`src/rtl/kvbrd_pkg.sv`:
```
// ----------------------------------------------------------------------------
// kvbrd_pkg
// Shared types and constants of the key/value block record deframer.
// ----------------------------------------------------------------------------
package kvbrd_pkg;

	localparam logic [1:0] KIND_HEADER = 2'd0;
	localparam logic [1:0] KIND_KEY    = 2'd1;
	localparam logic [1:0] KIND_VALUE  = 2'd2;
	localparam logic [1:0] KIND_STATUS = 2'd3;

	localparam logic [2:0] ST_OK       = 3'd0;
	localparam logic [2:0] ST_CRC      = 3'd1;
	localparam logic [2:0] ST_TRUNC    = 3'd2;
	localparam logic [2:0] ST_TRAILING = 3'd3;
	localparam logic [2:0] ST_EMPTY    = 3'd4;

	localparam int RES_W = 2 + 8 + 64 + 8 + 16 + 16 + 12 + 3;

	// One result item as it travels from the parser to the output queue.
	typedef struct packed {
		logic [2:0]  block_status;
		logic [11:0] record_number;
		logic [15:0] val_len;
		logic [15:0] key_len;
		logic [7:0]  operation_code;
		logic [63:0] sequence_number;
		logic [7:0]  payload_byte;
		logic [1:0]  kind;
	} result_t;

	function automatic logic [31:0] crc_byte(input logic [31:0] c_in, input logic [7:0] b);
		logic [31:0] c;
		c = c_in ^ {24'd0, b};
		for (int i = 0; i < 8; i++) begin
			c = c[0] ? ((c >> 1) ^ 32'hEDB88320) : (c >> 1);
		end
		return c;
	endfunction

endpackage

```
`src/rtl/kvbrd_parser.sv`:
```
// ----------------------------------------------------------------------------
// kvbrd_parser
// Front part: takes block bytes, runs the CRC and the record parser, and
// produces at most one result per byte.
// ----------------------------------------------------------------------------
module kvbrd_parser #(
	parameter int MAX_BLOCK_BYTES = 65536
) (
	input  logic                clk,
	input  logic                arst_n,
	input  logic                in_valid,
	input  logic [7:0]          in_byte,
	input  logic                in_last,
	output logic                res_valid,
	output kvbrd_pkg::result_t  res
);

	localparam int LW = $clog2(MAX_BLOCK_BYTES);
	localparam logic [32:0] LIM = 33'(MAX_BLOCK_BYTES - 1);

	typedef enum logic [2:0] {
		PH_COUNT, PH_HEADER, PH_KEY, PH_VALUE, PH_DONE, PH_EMPTY
	} phase_t;

	phase_t      phase_q;
	logic [7:0]  dl_q [4];
	logic [2:0]  fill_q;
	logic [31:0] crc_q;
	logic [4:0]  cnt_q;
	logic [31:0] acc_q;
	logic [31:0] rexp_q;
	logic [11:0] rdone_q;
	logic [LW-1:0] klen_q;
	logic [LW-1:0] vlen_q;
	logic [63:0] seq_q;
	logic [7:0]  op_q;

	logic [31:0] acc_n;
	logic [LW-1:0] sat_n;
	logic [3:0]  t_n;
	logic [31:0] stored;
	logic [2:0]  st_n;
	logic        fin_n;
	logic [2:0]  fill_n;
	logic [31:0] crc_n;

	phase_t      phase_d;
	logic [7:0]  dl_d [4];
	logic [2:0]  fill_d;
	logic [31:0] crc_d;
	logic [4:0]  cnt_d;
	logic [31:0] acc_d;
	logic [31:0] rexp_d;
	logic [11:0] rdone_d;
	logic [LW-1:0] klen_d;
	logic [LW-1:0] vlen_d;
	logic [63:0] seq_d;
	logic [7:0]  op_d;
	logic        res_valid_d;
	kvbrd_pkg::result_t res_d;

	function automatic logic [15:0] out_len(input logic [LW-1:0] v);
		logic [32:0] w;
		w = 33'(v);
		return (w > 33'hFFFF) ? 16'hFFFF : w[15:0];
	endfunction

	always_comb begin
		acc_n = acc_q | ({24'd0, in_byte} << {cnt_q[1:0] - ((phase_q == PH_HEADER) ?
			2'd1 : 2'd0), 3'd0});
		sat_n = ({1'b0, acc_n} > LIM) ? LIM[LW-1:0] : acc_n[LW-1:0];
		crc_n = (fill_q[2]) ? kvbrd_pkg::crc_byte(crc_q, dl_q[0]) : crc_q;
		fill_n = fill_q[2] ? 3'd4 : fill_q + 3'd1;
		t_n = cnt_q[3:0];
		if ((phase_q == PH_DONE || phase_q == PH_EMPTY) && cnt_q < 5'd5) begin
			t_n = cnt_q[3:0] + 4'd1;
		end
		fin_n = (phase_q == PH_DONE || phase_q == PH_EMPTY);
		if (fill_q[2]) begin
			stored = {in_byte, dl_q[3], dl_q[2], dl_q[1]};
		end else begin
			stored = {in_byte, dl_q[2], dl_q[1], dl_q[0]};
		end
		if (!fin_n || t_n < 4'd4 || fill_n < 3'd4) begin
			st_n = kvbrd_pkg::ST_TRUNC;
		end else if (stored != ~crc_n) begin
			st_n = kvbrd_pkg::ST_CRC;
		end else if (phase_q == PH_EMPTY) begin
			st_n = kvbrd_pkg::ST_EMPTY;
		end else if (t_n > 4'd4) begin
			st_n = kvbrd_pkg::ST_TRAILING;
		end else begin
			st_n = kvbrd_pkg::ST_OK;
		end
	end

	always_comb begin
		phase_d = phase_q;
		dl_d = dl_q;
		fill_d = fill_q;
		crc_d = crc_q;
		cnt_d = cnt_q;
		acc_d = acc_q;
		rexp_d = rexp_q;
		rdone_d = rdone_q;
		klen_d = klen_q;
		vlen_d = vlen_q;
		seq_d = seq_q;
		op_d = op_q;
		res_valid_d = 1'b0;
		res_d = res;
		if (in_valid) begin
			res_d = '0;
			crc_d = crc_n;
			fill_d = fill_n;
			if (fill_q[2]) begin
				dl_d[0] = dl_q[1];
				dl_d[1] = dl_q[2];
				dl_d[2] = dl_q[3];
				dl_d[3] = in_byte;
			end else begin
				dl_d[fill_q[1:0]] = in_byte;
			end
			unique case (phase_q)
				PH_COUNT: begin
					if (cnt_q >= 5'd3) begin
						rexp_d = acc_n;
						acc_d = '0;
						cnt_d = '0;
						phase_d = (acc_n != 0) ? PH_HEADER : PH_EMPTY;
					end else begin
						acc_d = acc_n;
						cnt_d = cnt_q + 5'd1;
					end
				end
				PH_HEADER: begin
					if (cnt_q < 5'd8) begin
						if (cnt_q == 5'd0) begin
							seq_d = {56'd0, in_byte};
							acc_d = '0;
						end else begin
							seq_d[{cnt_q[2:0], 3'd0} +: 8] = in_byte;
						end
					end else if (cnt_q == 5'd8) begin
						op_d = in_byte;
					end else if (cnt_q == 5'd12) begin
						klen_d = sat_n;
						acc_d = '0;
					end else begin
						acc_d = acc_n;
					end
					if (cnt_q < 5'd16) begin
						cnt_d = cnt_q + 5'd1;
					end else begin
						vlen_d = sat_n;
						acc_d = '0;
						res_valid_d = 1'b1;
						res_d.kind = kvbrd_pkg::KIND_HEADER;
						res_d.sequence_number = seq_q;
						res_d.operation_code = op_q;
						res_d.key_len = out_len(klen_q);
						res_d.val_len = out_len(sat_n);
						res_d.record_number = rdone_q;
						rdone_d = rdone_q + 12'd1;
						rexp_d = rexp_q - 32'd1;
						cnt_d = '0;
						if (klen_q != '0) phase_d = PH_KEY;
						else if (sat_n != '0) phase_d = PH_VALUE;
						else phase_d = (rexp_q != 32'd1) ? PH_HEADER : PH_DONE;
					end
				end
				PH_KEY: begin
					res_valid_d = 1'b1;
					res_d.kind = kvbrd_pkg::KIND_KEY;
					res_d.payload_byte = in_byte;
					res_d.record_number = rdone_q - 12'd1;
					klen_d = klen_q - LW'(1);
					if (klen_q == LW'(1)) begin
						if (vlen_q != '0) phase_d = PH_VALUE;
						else phase_d = (rexp_q != 0) ? PH_HEADER : PH_DONE;
					end
				end
				PH_VALUE: begin
					res_valid_d = 1'b1;
					res_d.kind = kvbrd_pkg::KIND_VALUE;
					res_d.payload_byte = in_byte;
					res_d.record_number = rdone_q - 12'd1;
					vlen_d = vlen_q - LW'(1);
					if (vlen_q == LW'(1)) begin
						phase_d = (rexp_q != 0) ? PH_HEADER : PH_DONE;
					end
				end
				default: begin
					cnt_d = {1'b0, t_n};
				end
			endcase
			if (in_last) begin
				res_valid_d = 1'b1;
				res_d = '0;
				res_d.kind = kvbrd_pkg::KIND_STATUS;
				res_d.block_status = st_n;
				phase_d = PH_COUNT;
				dl_d = '{default: '0};
				fill_d = '0;
				crc_d = '1;
				cnt_d = '0;
				acc_d = '0;
				rexp_d = '0;
				rdone_d = '0;
				klen_d = '0;
				vlen_d = '0;
				seq_d = '0;
				op_d = '0;
			end
		end
	end

	always_ff @(posedge clk or negedge arst_n) begin
		if (!arst_n) begin
			phase_q <= PH_COUNT;
			fill_q <= '0;
			crc_q <= '1;
			cnt_q <= '0;
			acc_q <= '0;
			rexp_q <= '0;
			rdone_q <= '0;
			klen_q <= '0;
			vlen_q <= '0;
			seq_q <= '0;
			op_q <= '0;
			res_valid <= 1'b0;
			res <= '0;
			dl_q <= '{default: '0};
		end else begin
			phase_q <= phase_d;
			fill_q <= fill_d;
			crc_q <= crc_d;
			cnt_q <= cnt_d;
			acc_q <= acc_d;
			rexp_q <= rexp_d;
			rdone_q <= rdone_d;
			klen_q <= klen_d;
			vlen_q <= vlen_d;
			seq_q <= seq_d;
			op_q <= op_d;
			res_valid <= res_valid_d;
			res <= res_d;
			dl_q <= dl_d;
		end
	end

endmodule

```
`src/rtl/kvbrd_queue.sv`:
```
// ----------------------------------------------------------------------------
// kvbrd_queue
// Back part: a four-entry queue that holds results until the sink takes them.
// ----------------------------------------------------------------------------
module kvbrd_queue (
	input  logic                clk,
	input  logic                arst_n,
	input  logic                wr_valid,
	input  kvbrd_pkg::result_t  wr_data,
	output logic                almost_full,
	output logic                rd_valid,
	input  logic                rd_ready,
	output kvbrd_pkg::result_t  rd_data
);

	kvbrd_pkg::result_t mem_q [4];
	logic [1:0] wp_q;
	logic [1:0] rp_q;
	logic [2:0] cnt_q;
	logic       pop;

	assign pop = rd_valid && rd_ready;
	assign rd_valid = (cnt_q != 3'd0);
	assign rd_data = mem_q[rp_q];
	// The parser's output register may still hold one result and one more byte
	// can be taken in the same cycle, so holding off at two leaves room to spare.
	assign almost_full = (cnt_q >= 3'd2);

	always_ff @(posedge clk) begin
		if (wr_valid) mem_q[wp_q] <= wr_data;
	end

	always_ff @(posedge clk or negedge arst_n) begin
		if (!arst_n) begin
			wp_q <= '0;
			rp_q <= '0;
			cnt_q <= '0;
		end else begin
			if (wr_valid) wp_q <= wp_q + 2'd1;
			if (pop) rp_q <= rp_q + 2'd1;
			cnt_q <= cnt_q + {2'd0, wr_valid} - {2'd0, pop};
		end
	end

endmodule

```
`src/rtl/kv_block_record_deframer_unit.sv`:
```
// ----------------------------------------------------------------------------
// kv_block_record_deframer_unit
// Data block parser with CRC-32 check, one byte per transfer.
// ----------------------------------------------------------------------------
// The block takes one byte per cycle while s_tready is high and gives at most
// one result per byte: a header per record, one result per key or value byte,
// and a status on the last byte. A result passes the parser's output register
// and a queue entry before it can leave on the output. The input stalls only
// when the four-entry output queue holds two or more results. Key and value
// results come before the CRC verdict and must be dropped on a bad status.
module kv_block_record_deframer_unit #(
	parameter int MAX_BLOCK_BYTES = 65536
) (
	input  logic         clk,
	input  logic         arst_n,
	input  logic         s_tvalid,
	output logic         s_tready,
	input  logic [7:0]   s_tdata,  // data_byte
	input  logic         s_tlast,  // data_last
	output logic         m_tvalid,
	input  logic         m_tready,
	output logic [127:0] m_tdata,  // payload_byte, sequence_number, operation_code,
	                               // key_len, val_len, record_number,
	                               // block_status, zero fill
	output logic [1:0]   m_tuser   // kind
);

	logic               afull;
	logic               res_valid;
	kvbrd_pkg::result_t res;
	kvbrd_pkg::result_t q_out;

	assign s_tready = !afull;

	kvbrd_parser #(.MAX_BLOCK_BYTES(MAX_BLOCK_BYTES)) u_parser (
		.clk(clk), .arst_n(arst_n), .in_valid(s_tvalid && s_tready),
		.in_byte(s_tdata), .in_last(s_tlast), .res_valid(res_valid), .res(res)
	);

	kvbrd_queue u_queue (
		.clk(clk), .arst_n(arst_n), .wr_valid(res_valid), .wr_data(res),
		.almost_full(afull), .rd_valid(m_tvalid), .rd_ready(m_tready),
		.rd_data(q_out)
	);

	assign m_tuser = q_out.kind;
	assign m_tdata = {1'b0, q_out[kvbrd_pkg::RES_W-1:2]};

endmodule

```
`config.mk`:
```
export PLATFORM = sky130hd
export DESIGN_NAME = kv_block_record_deframer_unit
export DESIGN_NICKNAME = d
export VERILOG_FILES = /design/src/rtl/kvbrd_pkg.sv /design/src/rtl/kvbrd_parser.sv /design/src/rtl/kvbrd_queue.sv /design/src/rtl/kv_block_record_deframer_unit.sv
export SDC_FILE = /design/constraint.sdc
export NUM_CORES = 1
export LEC_CHECK = 0
export BUFFER_PORTS_ARGS = -buffer_cell sky130_fd_sc_hd__buf_2
export CELL_PAD_IN_SITES_DETAIL_PLACEMENT = 1
export CELL_PAD_IN_SITES_GLOBAL_PLACEMENT = 1
export CORE_UTILIZATION = 55
export CTS_CLUSTER_DIAMETER = 40
export DETAILED_ROUTE_END_ITERATION = 7
export GPL_ROUTABILITY_DRIVEN = 0
export MAX_ROUTING_LAYER = met4
export PLACE_DENSITY_LB_ADDON = 0.1
export SLEW_MARGIN = 30
export SYNTH_ARGS = -nofsm -noshare
export SYNTH_HDL_FRONTEND = slang
export SYNTH_SLANG_ARGS = --single-unit
```
`constraint.sdc`:
```
create_clock -name clk -period 10.62 [get_ports clk]
set_input_delay 2.124 -clock clk [delete_from_list [all_inputs] [get_ports clk]]
set_output_delay 2.124 -clock clk [all_outputs]
set_load 0.02 [all_outputs]
```
==> results.md <==
- Of the cells placed in the final design, the portion with a size suffix greater than 1 is 0.200.
- The run finished with clean final reports.
- The floorplan step defined a core boundary enclosing between 60000 and 70000 um2.
- The clock root buffer master is clkbuf_16.
- The number of nets in the synthesized netlist is about 2800.
- During synthesis, Yosys emitted a total of 0 warnings.
- The final count of pins violating max slew is 0.
- Yosys mapped the design onto 73 distinct sky130hd cell types.
- The half-perimeter wire length after detailed placement is approximately 66000 um.
- The total power divided by cell area is between 300 and 400 nW/um2.
- The data arrival at the endpoint of the critical path is 3740 ps.
- Across the routed clock network, the largest skew measured is approximately 27 ps.
- The setup slack at placement is about 4800 ps.
- Of all nets on the critical path, the largest fanout is roughly 50.
- VDD sags by at most around 0.20 mV.
- Based on the critical path, the design can be clocked at up to approximately 170 MHz.
- The required time at the endpoint of the critical path is approximately 8500 ps.
- The critical path contains buffers and inverters numbering 3 combined.
- The detailed router put a total of 46100 um of wire on met1.
- The total number of vias is between 20000 and 30000.
- After layout, the worst setup slack is between 4000 and 5000 ps.
- The total number of H-tree levels is 4.
- The mapped netlist covers just under 40000 um2.
- The TritonCTS clock tree is yes.
- The number of hold violations in the final report is 0.
- The synthesized area per cell is around 14 um2.
- The residual antenna-violating net count after detailed routing is 0.
- After the first detailed-routing iteration, the DRC count stood at about 2400.
- Summing all placed instances gives a cell area of 40000 um2.
- In this run the tool buffered the top-level ports with 143 buffer cells.
- The leakage power total is 17.0 nW.
- The die outline height is 267 um.
- The standard-cell row count is 96.
- Counting every sink on the clock net gives just over 900.
- Headroom to the max-slew limit came out at 0.286.
- The design draws roughly 15 mW.
- The number of global-route vias before repair is between 20000 and 30000.
- The area added between synthesis and finish is 16.1%.
- The kind of critical path is flip-flop to primary output.
- After detailed routing, no signal wire sits above met4.
- The leading register cell type out of synthesis is edfxtp_1.
- The number of flops mapped to enable cells by yosys is about 520.
- Entering global routing, the biggest net connects roughly 140 pins.
- The cell accounting for the most synthesized area is edfxtp_1.
- Setup repair after global routing left no endpoint under its margin.
- The critical path's most frequent cell is buf_4.
- Across every metal layer, demand over resource in global routing totals 0.334.
- Of the available clock period, the critical path in the final layout requires 0.552.
- TritonCTS created 130 clock buffers.
- The detailed route wirelength on metal2 is about 57000 um.
- The number of top-level design ports is 145.
- The filler cell count is 6479.
- The post-detailed-route wirelength per cell is 28.7 um.
- The post-cts resize count is 0.
- The wire length after detailed routing is 113000 um.
- The first global-routing pass estimated between 150000 and 200000 um of wire.
- After global routing the overflow that remains totals 0.
- The clock reaches the later pin of the worst-skew pair after slightly above 700 ps.
- The cell class contributing the biggest share of worst-path delay is buffers and inverters.
- The number of antenna violations at the first check in global routing was 2.
- The post-CTS setup repair buffer count is 0.
- The sequential element share of the synthesized area is 0.659.
- The count of hold-fix buffers inserted at cts is 0.
- Setup violations remaining at the end of the flow were counted as 0.
- The final layout contains 2947 nets.
- The worst setup path is launched from a flip-flop.
- The die boundary width is ~270 um.
- The sum of negative setup slack is 0 ps.
- In this design, the stage delay of the slowest critical-path cell is roughly 900 ps.
- The effective utilization at floorplan is 0.558.
- The synthesis-stage register bit count is 908.
- The slew of the pin with the lowest slew margin is between 1000 and 1500 ps.
- Wire segments on met3 add up to 6220 um in the final route.
- The share of synthesized registers carrying an async set or reset is 0.432.
- In the post-synthesis netlist, the biggest area contributors are edfxtp_1, dfrtp_1, mux4_2.
- Of the post-synthesis cell area, the dominant cell type holds 0.403.
- The detailed-router iteration count before antenna repair is 5.
- The most common cell after layout, fill and taps aside is edfxtp_1.
- The class of the worst hold path is flip-flop to flip-flop.
- The final cell area excluding filler cells is around 45000 um2.
- Counting I/O delays and the setup requirement, the final critical path takes 5860 ps.
- The cell with the biggest individual delay on the critical path is dfrtp_4.
- The top cell types in the final layout, fill and taps aside, are edfxtp_1, dfrtp_1, nand2_1.
- The worst hold slack is approximately 500 ps.
- The number of DRC violations after detailed routing is 0.
- Dividing the detail-routed via count by the number of cells gives roughly 6.5.
- The clock-pin slew of the registers on the worst-case setup and hold paths is ~50 ps.
- The deepest clock path buffer count is 3.
- The number of max-capacitance violations reported is 0.
- STA classifies the critical path endpoint as a primary output.
- The area of the die is about 71000 um2.
- Synthesis produced about 2800 cells.
- Walking the worst path, the cells encountered are buf_4 -> buf_4 -> mux4_2 -> buf_2.
[worst register-to-register path: cells and delay by family, from the launching register on]
family                 cells  cell delay (ps)
and+or+nand+nor            6             2580
DFF                        1              600
buffers and inverters      1              190
AOI/OAI and AO/OA          1              280
[metrics by stage]
step | util | cells
6_report | 0.648 | 3949
5_1_grt | 0.648 | 3948
4_1_cts | 0.646 | 3944
3_5_place_dp | 0.581 | 3704
3_3_place_gp | 0.580 | 3704
2_1_floorplan | - | 2768
[layout make-up]
class                           count  area (um2)  share of cell area
Antenna cell                        2        5.00            0.000112
Timing Repair Buffer              175        1050              0.0234
Tap cell                          931        1160              0.0261
Clock inverter                     73         895              0.0200
Multi-Input combinational cell   1644       12400               0.278
Inverter                           49         184             0.00412
Sequential cell                   908       25400               0.567
Clock buffer                      167        3630              0.0813
[metal layers]
metal  GRT usage  vias to the layer above
met2       0.544                     1013
met1       0.426                    13500
met4       0.127                        0
met3      0.0493                      241
li1            -                    10800
met5           -                        -
[synthesized netlist by cell type (all sizes together) (12+ instances only)]
library cell    n
and2           18
a21oi         178
a22oi          34
nor3           54
buf            28
clkbuf        139
a31oi          28
o21ai         198
dfrtp         360
xnor3          17
nor2          198
inv            49
xnor2          87
nand4          12
o22ai          38
and3           14
edfxtp        516
nand2         213
a22o          164
xor2           35
nor4           17
ha             25
dfstp          32
mux4          129
nor2b          21
nand3          42
or3            14
[logic make-up after synthesis]
kind of cell,Yosys count,synth area share
flops,908,0.659
simple gates,637,0.0750
compound gates,707,0.119
mux,133,0.0766
fa+ha+maj,26,0.00865
buf+inv,216,0.0212
other cells,1,0.0000974
xor+xnor,140,0.0411
[power breakdown]
group          switching [mW]  internal, mW
sequential              0.511          4.20
combinational            3.33          2.10
clock                    1.68          2.81
total                    5.52          9.11
[flip-flops by register name (all words and copies together) (netlist names), 8 cells and up]
signal / cells
u_parser.acc_q: 32
u_parser.seq_q: 64
u_parser.vlen_q: 16
u_parser.res: 129
u_parser.klen_q: 16
u_parser.rexp_q: 32
u_parser.crc_q: 32
u_parser.rdone_q: 12
u_parser.dl_q: 32
u_queue.mem_q: 516
u_parser.op_q: 8
[final timing paths]
kind,startpoint,end,slack (ps),cells after the start
setup / recovery,u_queue.rp_q[1]$_DFFE_PN0P_,m_tuser[0],4760,4
hold / removal,u_parser.rexp_q[9]$_DFFE_PN0P_,u_parser.rexp_q[9]$_DFFE_PN0P_,500,2
hold reg to reg,u_parser.rexp_q[9]$_DFFE_PN0P_,u_parser.rexp_q[9]$_DFFE_PN0P_,500,2
max in group asynchronous,arst_n,u_parser.seq_q[8]$_DFFE_PN0P_,7040,4
setup reg to reg,u_parser.phase_q[2]$_DFFE_PN0P_,u_parser.klen_q[11]$_DFFE_PN0P_,6840,8
min in group asynchronous,arst_n,u_parser.rexp_q[19]$_DFFE_PN0P_,1370,1
Note: power is estimated with default switching activity, not from simulation.
